**src/pcmc_pkg.sv**
```systemverilog
// Shared types and constants for the pixel colour model converter.
`timescale 1ns / 1ps
package pcmc_pkg;

	localparam logic [2:0] FN_PREMUL   = 3'd0;
	localparam logic [2:0] FN_UNPREMUL = 3'd1;
	localparam logic [2:0] FN_GRAY     = 3'd2;
	localparam logic [2:0] FN_TO_CMYK  = 3'd3;
	localparam logic [2:0] FN_TO_RGB   = 3'd4;

	// Back-end operation classes
	localparam logic [1:0] MD_CONST = 2'd0;
	localparam logic [1:0] MD_MUL   = 2'd1;
	localparam logic [1:0] MD_DIV   = 2'd2;
	localparam logic [1:0] MD_LUMA  = 2'd3;

	localparam logic [7:0]  CHAN_MAX     = 8'd255;
	// ceil(2^32 / 255): exact floor division by 255 for numerators below 2^24
	localparam logic [24:0] DIV255_RECIP = 25'd16843010;
	localparam logic [23:0] LUMA_R       = 24'd19595;
	localparam logic [23:0] LUMA_G       = 24'd38470;
	localparam logic [23:0] LUMA_B       = 24'd7471;
	localparam logic [32:0] LUMA_EXPAND  = 33'd257;
	localparam logic [32:0] LUMA_ROUND   = 33'd32768;

	localparam int QBITS = 8;

	typedef struct packed {
		logic [2:0] func;
		logic [7:0] chan_first;
		logic [7:0] chan_second;
		logic [7:0] chan_third;
		logic [7:0] chan_fourth;
	} in_item_t;

	typedef struct packed {
		logic [7:0] res_first;
		logic [7:0] res_second;
		logic [7:0] res_third;
		logic [7:0] res_fourth;
	} out_item_t;

	typedef struct packed {
		logic [1:0]      mode;
		logic            sub;   // divide: set for cmyk, clear for unpremultiply
		logic [2:0]      sat;
		logic [2:0][7:0] chan;
		logic [7:0]      m;
		logic [7:0]      r3;
	} cls_t;

endpackage

```
**src/pcmc_front.sv**
```systemverilog
// Front end: decodes an incoming pixel into an operation class and operands.
`timescale 1ns / 1ps
module pcmc_front (
	input  pcmc_pkg::in_item_t pixel,
	output pcmc_pkg::cls_t     cls
);
	import pcmc_pkg::*;

	logic [7:0] mx;

	always_comb begin
		mx = pixel.chan_first;
		if (pixel.chan_second > mx) begin
			mx = pixel.chan_second;
		end
		if (pixel.chan_third > mx) begin
			mx = pixel.chan_third;
		end
	end

	always_comb begin
		cls = '0;
		cls.mode = MD_CONST;
		unique case (pixel.func)
			FN_PREMUL: begin
				cls.mode = MD_MUL;
				cls.chan = {pixel.chan_third, pixel.chan_second, pixel.chan_first};
				cls.m    = pixel.chan_fourth;
				cls.r3   = pixel.chan_fourth;
			end
			FN_UNPREMUL: begin
				if (pixel.chan_fourth == CHAN_MAX) begin
					cls.chan = {pixel.chan_third, pixel.chan_second, pixel.chan_first};
					cls.r3   = CHAN_MAX;
				end else if (pixel.chan_fourth != 8'd0) begin
					cls.mode = MD_DIV;
					cls.chan = {pixel.chan_third, pixel.chan_second, pixel.chan_first};
					cls.m    = pixel.chan_fourth;
					cls.r3   = pixel.chan_fourth;
					cls.sat  = {pixel.chan_third > pixel.chan_fourth,
						pixel.chan_second > pixel.chan_fourth,
						pixel.chan_first > pixel.chan_fourth};
				end
			end
			FN_GRAY: begin
				cls.mode = MD_LUMA;
				cls.chan = {pixel.chan_third, pixel.chan_second, pixel.chan_first};
			end
			FN_TO_CMYK: begin
				if (mx == 8'd0) begin
					cls.r3 = CHAN_MAX;
				end else begin
					cls.mode = MD_DIV;
					cls.sub  = 1'b1;
					cls.chan = {mx - pixel.chan_third, mx - pixel.chan_second,
						mx - pixel.chan_first};
					cls.m    = mx;
					cls.r3   = CHAN_MAX - mx;
				end
			end
			FN_TO_RGB: begin
				// (65535 - ink*257) * w / 65535 reduces to (255-ink)*(255-k)*257/255
				cls.mode = MD_MUL;
				cls.chan = {~pixel.chan_third, ~pixel.chan_second, ~pixel.chan_first};
				cls.m    = ~pixel.chan_fourth;
				cls.r3   = CHAN_MAX;
			end
			default: begin
				cls.mode = MD_CONST;
			end
		endcase
	end

endmodule

```
**src/pcmc_queue.sv**
```systemverilog
// Short queue between the front and back ends.
`timescale 1ns / 1ps
module pcmc_queue #(
	parameter int DEPTH = 4
) (
	input  logic           clk,
	input  logic           arst_n,
	input  logic           wr,
	input  pcmc_pkg::cls_t wdata,
	output logic           full,
	input  logic           rd,
	output pcmc_pkg::cls_t rdata,
	output logic           vld
);
	import pcmc_pkg::*;

	localparam int PW = (DEPTH > 1) ? $clog2(DEPTH) : 1;
	localparam int CW = $clog2(DEPTH + 1);

	cls_t          mem_q [DEPTH];
	logic [PW-1:0] wp_q;
	logic [PW-1:0] rp_q;
	logic [CW-1:0] cnt_q;
	logic          do_wr;
	logic          do_rd;

	assign full  = (cnt_q == CW'(DEPTH));
	assign vld   = (cnt_q != '0);
	assign rdata = mem_q[rp_q];
	assign do_wr = wr && !full;
	assign do_rd = rd && vld;

	always_ff @(posedge clk) begin
		if (do_wr) begin
			mem_q[wp_q] <= wdata;
		end
	end

	always_ff @(posedge clk or negedge arst_n) begin
		if (!arst_n) begin
			wp_q  <= '0;
			rp_q  <= '0;
			cnt_q <= '0;
		end else begin
			if (do_wr) begin
				wp_q <= (wp_q == PW'(DEPTH - 1)) ? '0 : wp_q + 1'b1;
			end
			if (do_rd) begin
				rp_q <= (rp_q == PW'(DEPTH - 1)) ? '0 : rp_q + 1'b1;
			end
			if (do_wr && !do_rd) begin
				cnt_q <= cnt_q + 1'b1;
			end else if (do_rd && !do_wr) begin
				cnt_q <= cnt_q - 1'b1;
			end
		end
	end

	a_cnt_bound: assert property (@(posedge clk) disable iff (!arst_n)
		cnt_q <= CW'(DEPTH)) else $error("queue count overflow");
	a_cnt_up: assert property (@(posedge clk) disable iff (!arst_n)
		(do_wr && !do_rd) |=> (cnt_q == $past(cnt_q) + 1'b1)) else $error("queue count slip");
	a_ptr_gap: assert property (@(posedge clk) disable iff (!arst_n)
		(cnt_q == '0) |-> (wp_q == rp_q)) else $error("queue pointers disagree");

endmodule

```
**src/pcmc_back.sv**
```systemverilog
// Back end: multiply, luma and pipelined divide lanes plus the result register.
`timescale 1ns / 1ps
module pcmc_back (
	input  logic                clk,
	input  logic                arst_n,
	input  logic                q_vld,
	input  pcmc_pkg::cls_t      q_item,
	output logic                q_pop,
	output logic                empty,
	input  logic                pop,
	output pcmc_pkg::out_item_t result
);
	import pcmc_pkg::*;

	logic        adv;

	cls_t        cls_s1;
	logic        vld_s1;
	logic [23:0] v_s1 [3];
	logic [15:0] den_s1;

	cls_t        cls_s2;
	logic        vld_s2;
	logic [23:0] rem_s2 [3];
	logic [7:0]  q_s2 [3];
	logic [15:0] den_s2;

	cls_t        cls_sd [QBITS];
	logic        vld_sd [QBITS];
	logic [23:0] rem_sd [QBITS][3];
	logic [7:0]  q_sd   [QBITS][3];
	logic [15:0] den_sd [QBITS];

	logic        out_vld_q;
	out_item_t   out_q;

	logic [23:0] v_nx [3];
	logic [7:0]  q_nx [3];
	logic [23:0] luma_sum;

	assign adv   = !out_vld_q || pop;
	assign q_pop = adv && q_vld;
	assign empty = !out_vld_q;

	// Stage 1: lane products, division operands, luma dot product
	always_comb begin
		luma_sum = 24'(q_item.chan[0]) * LUMA_R + 24'(q_item.chan[1]) * LUMA_G
			+ 24'(q_item.chan[2]) * LUMA_B;
		for (int i = 0; i < 3; i++) begin
			unique case (q_item.mode)
				MD_MUL: v_nx[i] = 24'({q_item.chan[i], q_item.chan[i]}) * 24'(q_item.m);
				MD_DIV: v_nx[i] = q_item.sub
					? (24'(q_item.chan[i]) << 8) - 24'(q_item.chan[i])
					: (24'(q_item.chan[i]) << 16) - 24'(q_item.chan[i]);
				MD_LUMA: v_nx[i] = (i == 0) ? luma_sum : '0;
				default: v_nx[i] = '0;
			endcase
		end
	end

	always_ff @(posedge clk) begin
		if (adv) begin
			cls_s1 <= q_item;
			v_s1   <= v_nx;
			den_s1 <= q_item.sub ? {8'd0, q_item.m} : {q_item.m, 8'd0};
		end
	end

	// Stage 2: divide by 255 via reciprocal, luma scaling and rounding
	always_comb begin
		logic [48:0] p;
		logic [32:0] t;
		for (int i = 0; i < 3; i++) begin
			p = 49'(v_s1[i]) * 49'(DIV255_RECIP);
			t = 33'(v_s1[i]) * LUMA_EXPAND + LUMA_ROUND;
			unique case (cls_s1.mode)
				MD_MUL:  q_nx[i] = p[47:40];
				MD_LUMA: q_nx[i] = t[31:24];
				default: q_nx[i] = '0;
			endcase
		end
	end

	always_ff @(posedge clk) begin
		if (adv) begin
			cls_s2 <= cls_s1;
			rem_s2 <= v_s1;
			q_s2   <= q_nx;
			den_s2 <= den_s1;
		end
	end

	// Divide stages: one restoring quotient bit per stage, MSB first
	for (genvar j = 0; j < QBITS; j++) begin : g_div
		localparam int B = QBITS - 1 - j;
		cls_t        cls_in;
		logic [23:0] rem_in [3];
		logic [7:0]  q_in   [3];
		logic [15:0] den_in;
		logic [23:0] dsh;

		if (j == 0) begin : g_first
			assign cls_in = cls_s2;
			assign rem_in = rem_s2;
			assign q_in   = q_s2;
			assign den_in = den_s2;
		end else begin : g_next
			assign cls_in = cls_sd[j-1];
			assign rem_in = rem_sd[j-1];
			assign q_in   = q_sd[j-1];
			assign den_in = den_sd[j-1];
		end

		assign dsh = {8'd0, den_in} << B;

		always_ff @(posedge clk) begin
			if (adv) begin
				cls_sd[j] <= cls_in;
				den_sd[j] <= den_in;
				for (int i = 0; i < 3; i++) begin
					if (cls_in.mode == MD_DIV && rem_in[i] >= dsh) begin
						rem_sd[j][i]  <= rem_in[i] - dsh;
						q_sd[j][i]    <= q_in[i] | (8'd1 << B);
					end else begin
						rem_sd[j][i]  <= rem_in[i];
						q_sd[j][i]    <= q_in[i];
					end
				end
			end
		end
	end

	// Result selection into the output register
	always_ff @(posedge clk) begin
		logic [7:0] r [3];
		if (adv) begin
			for (int i = 0; i < 3; i++) begin
				unique case (cls_sd[QBITS-1].mode)
					MD_CONST: r[i] = cls_sd[QBITS-1].chan[i];
					MD_DIV:   r[i] = (cls_sd[QBITS-1].sat[i] && !cls_sd[QBITS-1].sub)
						? CHAN_MAX : q_sd[QBITS-1][i];
					default:  r[i] = q_sd[QBITS-1][i];
				endcase
			end
			out_q.res_first  <= r[0];
			out_q.res_second <= r[1];
			out_q.res_third  <= r[2];
			out_q.res_fourth <= cls_sd[QBITS-1].r3;
		end
	end

	always_ff @(posedge clk or negedge arst_n) begin
		if (!arst_n) begin
			vld_s1    <= 1'b0;
			vld_s2    <= 1'b0;
			vld_sd    <= '{default: 1'b0};
			out_vld_q <= 1'b0;
		end else if (adv) begin
			vld_s1 <= q_vld;
			vld_s2 <= vld_s1;
			vld_sd[0] <= vld_s2;
			for (int j = 1; j < QBITS; j++) begin
				vld_sd[j] <= vld_sd[j-1];
			end
			out_vld_q <= vld_sd[QBITS-1];
		end
	end

	assign result = out_q;

	a_drain: assert property (@(posedge clk) disable iff (!arst_n)
		(adv && vld_sd[QBITS-1]) |=> out_vld_q) else $error("result lost at output");
	a_hold: assert property (@(posedge clk) disable iff (!arst_n)
		!adv |=> ($stable(vld_s1) && $stable(vld_s2) && $stable(vld_sd[QBITS-1])))
		else $error("pipeline moved while stalled");
	a_pop: assert property (@(posedge clk) disable iff (!arst_n)
		q_pop |-> (adv && q_vld)) else $error("queue read while stalled");

endmodule

```
**src/pixel_color_model_converter_core.sv**
```systemverilog
// Top level of the pixel colour model converter.
//
//  channel  | handshake        | payload
//  ---------+------------------+---------------------------------------
//  input    | push / full      | pixel  (func + four 8-bit channels)
//  result   | pop / empty      | result (four 8-bit channels)
//
// One item per cycle sustained while results are popped; each item gives one result.
// With no stall an item passes the queue, two arithmetic stages and eight
// divide stages (one quotient bit each) into the output reg, which then
// holds the result on the ports until it is popped.
// Reset clears the queue pointers and all stage valid bits; payload is not reset.
// A result not popped freezes the whole back-end pipeline; the front queue of
// QUEUE_DEPTH items keeps taking pushes until it fills, then full rises.
`timescale 1ns / 1ps
module pixel_color_model_converter_core #(
	parameter int QUEUE_DEPTH = 4
) (
	input  logic                clk,
	input  logic                arst_n,
	input  logic                push,
	output logic                full,
	input  pcmc_pkg::in_item_t  pixel,
	output logic                empty,
	input  logic                pop,
	output pcmc_pkg::out_item_t result
);
	import pcmc_pkg::*;

	cls_t cls;       // classified item from the front end
	cls_t q_item;    // oldest queued item
	logic q_vld;
	logic q_pop;

	pcmc_front u_front (
		.pixel (pixel),
		.cls   (cls)
	);

	// Decouples input acceptance from back-end stalls
	pcmc_queue #(
		.DEPTH (QUEUE_DEPTH)
	) u_queue (
		.clk    (clk),
		.arst_n (arst_n),
		.wr     (push),
		.wdata  (cls),
		.full   (full),
		.rd     (q_pop),
		.rdata  (q_item),
		.vld    (q_vld)
	);

	pcmc_back u_back (
		.clk    (clk),
		.arst_n (arst_n),
		.q_vld  (q_vld),
		.q_item (q_item),
		.q_pop  (q_pop),
		.empty  (empty),
		.pop    (pop),
		.result (result)
	);

endmodule

```
**config.mk**
```make
export PLATFORM = sky130hd
export DESIGN_NAME = pixel_color_model_converter_core
export DESIGN_NICKNAME = d
export VERILOG_FILES = /design/src/pcmc_pkg.sv /design/src/pcmc_front.sv /design/src/pcmc_queue.sv /design/src/pcmc_back.sv /design/src/pixel_color_model_converter_core.sv
export SDC_FILE = /design/constraint.sdc
export NUM_CORES = 2
export LEC_CHECK = 0
export BUFFER_PORTS_ARGS = -buffer_cell sky130_fd_sc_hd__buf_2
export CORE_MARGIN = 3
export CORE_UTILIZATION = 58
export DETAILED_ROUTE_END_ITERATION = 6
export PLACE_DENSITY = 0.74
export SYNTH_ARGS = -nofsm -noshare
export SYNTH_HDL_FRONTEND = slang
export SYNTH_SLANG_ARGS = --single-unit
```
**constraint.sdc**
```tcl
create_clock -name clk -period 26.9 [get_ports clk]
set_clock_uncertainty 0.15 [all_clocks]
set_input_delay 2.69 -clock clk [delete_from_list [all_inputs] [get_ports clk]]
set_output_delay 2.69 -clock clk [all_outputs]
set_load 0.02 [all_outputs]
```
* Word level (Yosys, flattened, before mapping)
Memories as Yosys holds them, arrays and structs flattened. Cells that the tools add are included.
Operators by class: add/subtract/negate cells 43, $mul 12, $lt $le $gt $ge 29, equal/unequal tests 22, mux-type cells 232, bitwise gates (word level) 52, reduce and logical (&&, ||, !) cells 46
Operators with widths (number):
- 24-bit two-way mux | 28
- 8-bit two-way mux | 32
- 1-bit two-way mux | 149
- 24-bit by 24-bit multiplier with 47-bit output, second input constant | 3
- 32-bit by 16-bit adder with 32-bit output, second input constant | 3
- 24-bit by 9-bit multiplier with 32-bit output, second input constant | 3
- 24-bit case mux with 2 select lines | 2
- 24-bit case mux with 4 select lines | 1
- 8-bit case mux with 2 select lines | 6
- 24-bit by 16-bit >= comparator with 1-bit output | 3
- 24-bit by 17-bit >= comparator with 1-bit output | 3
- 24-bit by 18-bit >= comparator with 1-bit output | 3
- 24-bit by 19-bit >= comparator with 1-bit output | 3
- 24-bit by 20-bit >= comparator with 1-bit output | 3
- 24-bit by 21-bit >= comparator with 1-bit output | 3
- 24-bit by 22-bit >= comparator with 1-bit output | 3
- 24-bit by 23-bit >= comparator with 1-bit output | 3
- 16-bit by 8-bit multiplier with 24-bit output | 3
- 24-bit case mux with 3 select lines | 1
- 24-bit by 16-bit subtractor with 24-bit output | 3
- 24-bit by 17-bit subtractor with 24-bit output | 3
- 24-bit by 18-bit subtractor with 24-bit output | 3
- 24-bit by 19-bit subtractor with 24-bit output | 3
- 24-bit by 20-bit subtractor with 24-bit output | 3
- other kinds (39) | 166
Storage, ports and cells: register bits 342, memory bits (writable) 1448, output and inout port bits 34, logic and storage cells 487, memories 5
Memory list:
- u_back.rem_sd | words 8, bits a word 72, read ports 7, clocked after memory_dff 0, wr ports 8, line pcmc_back.sv:30 | logic [23:0] rem_sd [QBITS][3];
- u_back.cls_sd | words 8, bits a word 46, read ports 8, clocked after memory_dff 0, wr ports 8, line pcmc_back.sv:28 | cls_t cls_sd [QBITS];
- u_back.q_sd | words 8, bits a word 24, read ports 8, clocked after memory_dff 0, wr ports 8, line pcmc_back.sv:31 | logic [7:0] q_sd [QBITS][3];
- u_queue.mem_q | words 4, bits a word 46, read ports 1, clocked after memory_dff 0, wr ports 1, line pcmc_queue.sv:20 | cls_t mem_q [DEPTH];
- u_back.den_sd | words 8, bits a word 16, read ports 7, clocked after memory_dff 0, wr ports 8, line pcmc_back.sv:32 | logic [15:0] den_sd [QBITS];

* Depth between registers and ports, before layout
word-level depth 7, mapped depth 35, depth with buffers taken out 31

* Hierarchy
From an unflattened synthesis, not the netlist that was laid out.
Unflattened totals: cells, all modules 8977, area, all modules 106179.3 um2
By module, submodules not included:
- pcmc_back | instances 1, cells each 8279, area each 96085.9 um2
- pcmc_queue | instances 1, cells each 277, area each 7066.8 um2
- pcmc_front | instances 1, cells each 421, area each 3026.7 um2

* Worst setup path before layout
Ideal clock, no wire load.
kind input to register, from input pop, to register u_back.cls_s1[0] (netlist bit) (enable), data arrival time 22.923 ns, data required time 25.383 ns, slack 2.460 ns, stages 5, path buffers 3, cells stage by stage nor2_1 buf_2 inv_1 clkbuf_1 buf_1
On the way: cells in the longest elaborated chain, start to end 1
Ends and longest elaborated chain:
- start: declaration | line pixel_color_model_converter_core.sv:25 | input logic pop,
- 1-bit logical OR | line pcmc_back.sv:41 | assign adv = !out_vld_q || pop;
- net u_back.adv | line pcmc_back.sv:15 | logic adv;
- end signal: assignment | line pcmc_back.sv:63 | cls_s1 <= q_item;
- end: declaration | line pcmc_back.sv:17 | cls_t cls_s1;
The timed path passes the listed nets, and every way through them passes these cells. A chain may end at the register's enable or synchronous reset.

==> out/qor.yml <==
status:
  status: "finished, violations left"
  violations: "DRC"
yosys:
  ys_seq_elements: 1622
  synth-main-ff-cell: "edfxtp_1"
  synth_nets: 11000
  async_flop_share_pct: 1.11
  seq_area_frac_synth_pct: 45.3
  synth_top_area_share_pct: 44.9
  ys_warn_count: 0
  synth_cell_type_count: 105
  syn_area_mm2: 0.107
  yosys.area.top_type: "edfxtp_1"
  synthTopCellsByArea: "edfxtp_1, ha_1, fa_1, inv_1, xnor2_1"
  syn_avg_cell_area_um2: 11.6
  syn_inst: 9241
  synth_edf_count: 1604
sta:
  whs_ns: 0.228
  hold_violations: 0
  layout_min_cycle_time_ns: 9.70
  rsz0062_at_grt: "no"
  max_clock_freq_mhz: 103
  slew_headroom_pct: 24.2
  tightest_slew_ns: 1.13
  setup_tns_ns: 0
  slew_viol_final: 0
  finalSetupViolations: 0
  post-route-period-util_pct: 36.1
global_routing:
  antenna_found_initial: 8
  grt_max_degree: 171
  grt_pass1_wl_um: 427000
  grt_overflow_total: 0
  grt_pass1_vias: 72100
  grt_use_total_pct: 29.5
die:
  die_y_um: 436
  initial_utilization_pct: 58.5
  die_w_um: 436
  io_pins: 73
  row_count: 157
  core_area_mm2: 0.183
  design.die.area_mm2: 0.190
finish:
  layout_common_cells: "edfxtp_1, ha_1, inv_1, nand2_1, nor2_1"
  n_fill_cell: 14200
  layout_commonest_cell: "edfxtp_1"
  final_layout_size_suffix_gt1_share_pct: 7.13
  synthToLayoutAreaGrowth_pct: 8.54
  fin_nets: 11200
cts:
  clock_latency_ns: 0.82
  cts_max_level: 4
  cts_tree: "yes"
  clock_sinks: 1622
  cts_buffers: 171
  cts.clk_slew.worst_paths_ns: 0.06
  clock-root-buffer: "clkbuf_16"
  cts_max_path_buffers: 3
  holdBufCountCts: 0
  post_cts_buffers: 0
  cts_resized: 0
detailed_routing:
  via_count: 71500
  drtPass1Iterations: 7
  first_iter_violations: 5388
  wirelength_um: 281000
  wl_per_cell_um: 23.4
  vias_per_cell: 5.96
  drc: 9
  ant_nets: 0
worst_setup_path:
  cp_slowest_stage_delay_ns: 0.64
  crit_slowest_cell: "dfrtp_2"
  arrival_ns: 10.10
  crit_fanout: 17
  critPathKind: "flip-flop to flip-flop"
  cp-start-kind: "flip-flop"
  endpoint_kind: "flip-flop"
  reg2reg_from: "u_queue.rp_q[1]$_DFFE_PN0P_"
  cp-startpoint: "u_queue.rp_q[1]$_DFFE_PN0P_"
  path_common_cell: "fa_1"
  worstPathRequired_ns: 27.30
placed_design:
  dp_hpwl_um: 220000
  port_buffers: 72
  place.gp.congestion: 0.968
job:
  drv_cap: 0
worst_hold_path:
  worstHoldPathType: "flip-flop to flip-flop"
  hold_path_startpoint: "u_back.den_s1[11]$_SDFFCE_PP0N_"
worst max-delay path: cells and delay by family, from the launching register on:
family | cells | cell delay (ns)
XOR/XNOR | 2 | 0.29
buffers and inverters | 3 | 0.59
flip-flops | 1 | 0.64
adder cells (fa/ha/maj) | 10 | 4.11
AO/OA/AOI/OAI | 9 | 2.09
AND/OR/NAND/NOR | 5 | 1.15
multiplexers | 1 | 0.40
metal layers:
| metal | track usage [%] | up-vias | share of wire (%) |
|---|---|---|---|
| li1 | - | 33900 | - |
| met1 | 35.2 | 34800 | 39 |
| met2 | 52.0 | 2140 | 50 |
| met3 | 3.52 | 651 | 4.7 |
| met4 | 16.5 | 0 | 6.5 |
| met5 | 0 | - | 0 |
metrics by stage:
stage | cells | area [µm²] | setup slack [ns] | utilization (%)
after global placement | 11700 | 111000 | 17.24 | 60.3
after CTS | 12000 | 116000 | 17.22 | 63.4
final | 12000 | 116000 | 17.20 | 63.4
after floorplan | 9241 | 107000 | 2.46 | -
after detailed placement | 11700 | 111000 | 17.20 | 60.3
after global routing | 12000 | 116000 | 16.51 | 63.4
kinds of logic after synthesis:
| logic type | after synthesis | synth area share, % |
|---|---|---|
| and+or+nand+nor | 2046 | 9.12 |
| DFF | 1622 | 45.3 |
| xor gates and xnor gates | 473 | 3.86 |
| buffers and inverters | 1268 | 4.54 |
| adders and majority gates | 1758 | 23.4 |
| AOI/OAI and AO/OA | 1885 | 11.5 |
| muxes | 189 | 2.20 |
worst paths after layout:
path / cells after the start / endpoint / slack, ns
max in group asynchronous: 1 / u_queue.rp_q[0]$_DFFE_PN0P_ / 24.41
min in group asynchronous: 1 / u_queue.rp_q[1]$_DFFE_PN0P_ / 1.75
min: 0 / u_back.den_s2[11]$_DFFE_PN_ / 0.23
max reg2reg: 30 / u_back.v_s1[69]$_DFFE_PN_ / 17.20
min reg2reg: 0 / u_back.den_s2[11]$_DFFE_PN_ / 0.23
max: 30 / u_back.v_s1[69]$_DFFE_PN_ / 17.20
area by class of cell:
class / instances / area, µm² / area share (%)
clock buffer: 199 / 4440 / 3.81
inverter: 1091 / 4110 / 3.53
timing repair buffer: 154 / 1000 / 0.860
multi-input combinational: 6351 / 53800 / 46.2
tap: 2464 / 3080 / 2.65
sequential: 1622 / 48600 / 41.8
clock inverter: 112 / 1310 / 1.13
antenna: 5 / 12.5 / 0.0107
registers in the layout, summed over array words and instances (netlist names), 24 cells and up:
name                 flops
u_back.g_div.rem_in     72
u_back.q_sd            192
u_back.result           32
u_back.cls_sd          304
u_back.cls_s1           38
u_back.v_s1             72
u_back.g_div.q_in       24
u_back.den_sd          112
u_queue.mem_q          184
u_back.cls_s2           38
u_back.rem_sd          504
synth_stat cells (26+ instances only):
library cell and n:
edfxtp_1 1604, ha_1 1344, inv_1 1080, nor2_1 591, nand2_1 590, a21oi_1 442
o21ai_0 428, fa_1 414, xnor2_1 273, xor2_1 200, a21o_1 197, nor3_1 135
mux2_2 127, clkbuf_1 122, nand2b_1 109, o21a_1 108, nand3_1 104, nand4_1 86
a211oi_1 80, nor2b_1 79, or3_1 72, o211ai_1 69, a31oi_1 66, nor4_1 59
o31ai_1 56, and3_1 39, mux2i_1 37, o22ai_1 37, buf_2 32, a21boi_0 31
or2_2 31, and2_1 30, o31a_1 27, a22oi_1 26
Power is not shown: default switching activity piles up to over one toggle a cycle in this logic, so the estimate is an artifact.
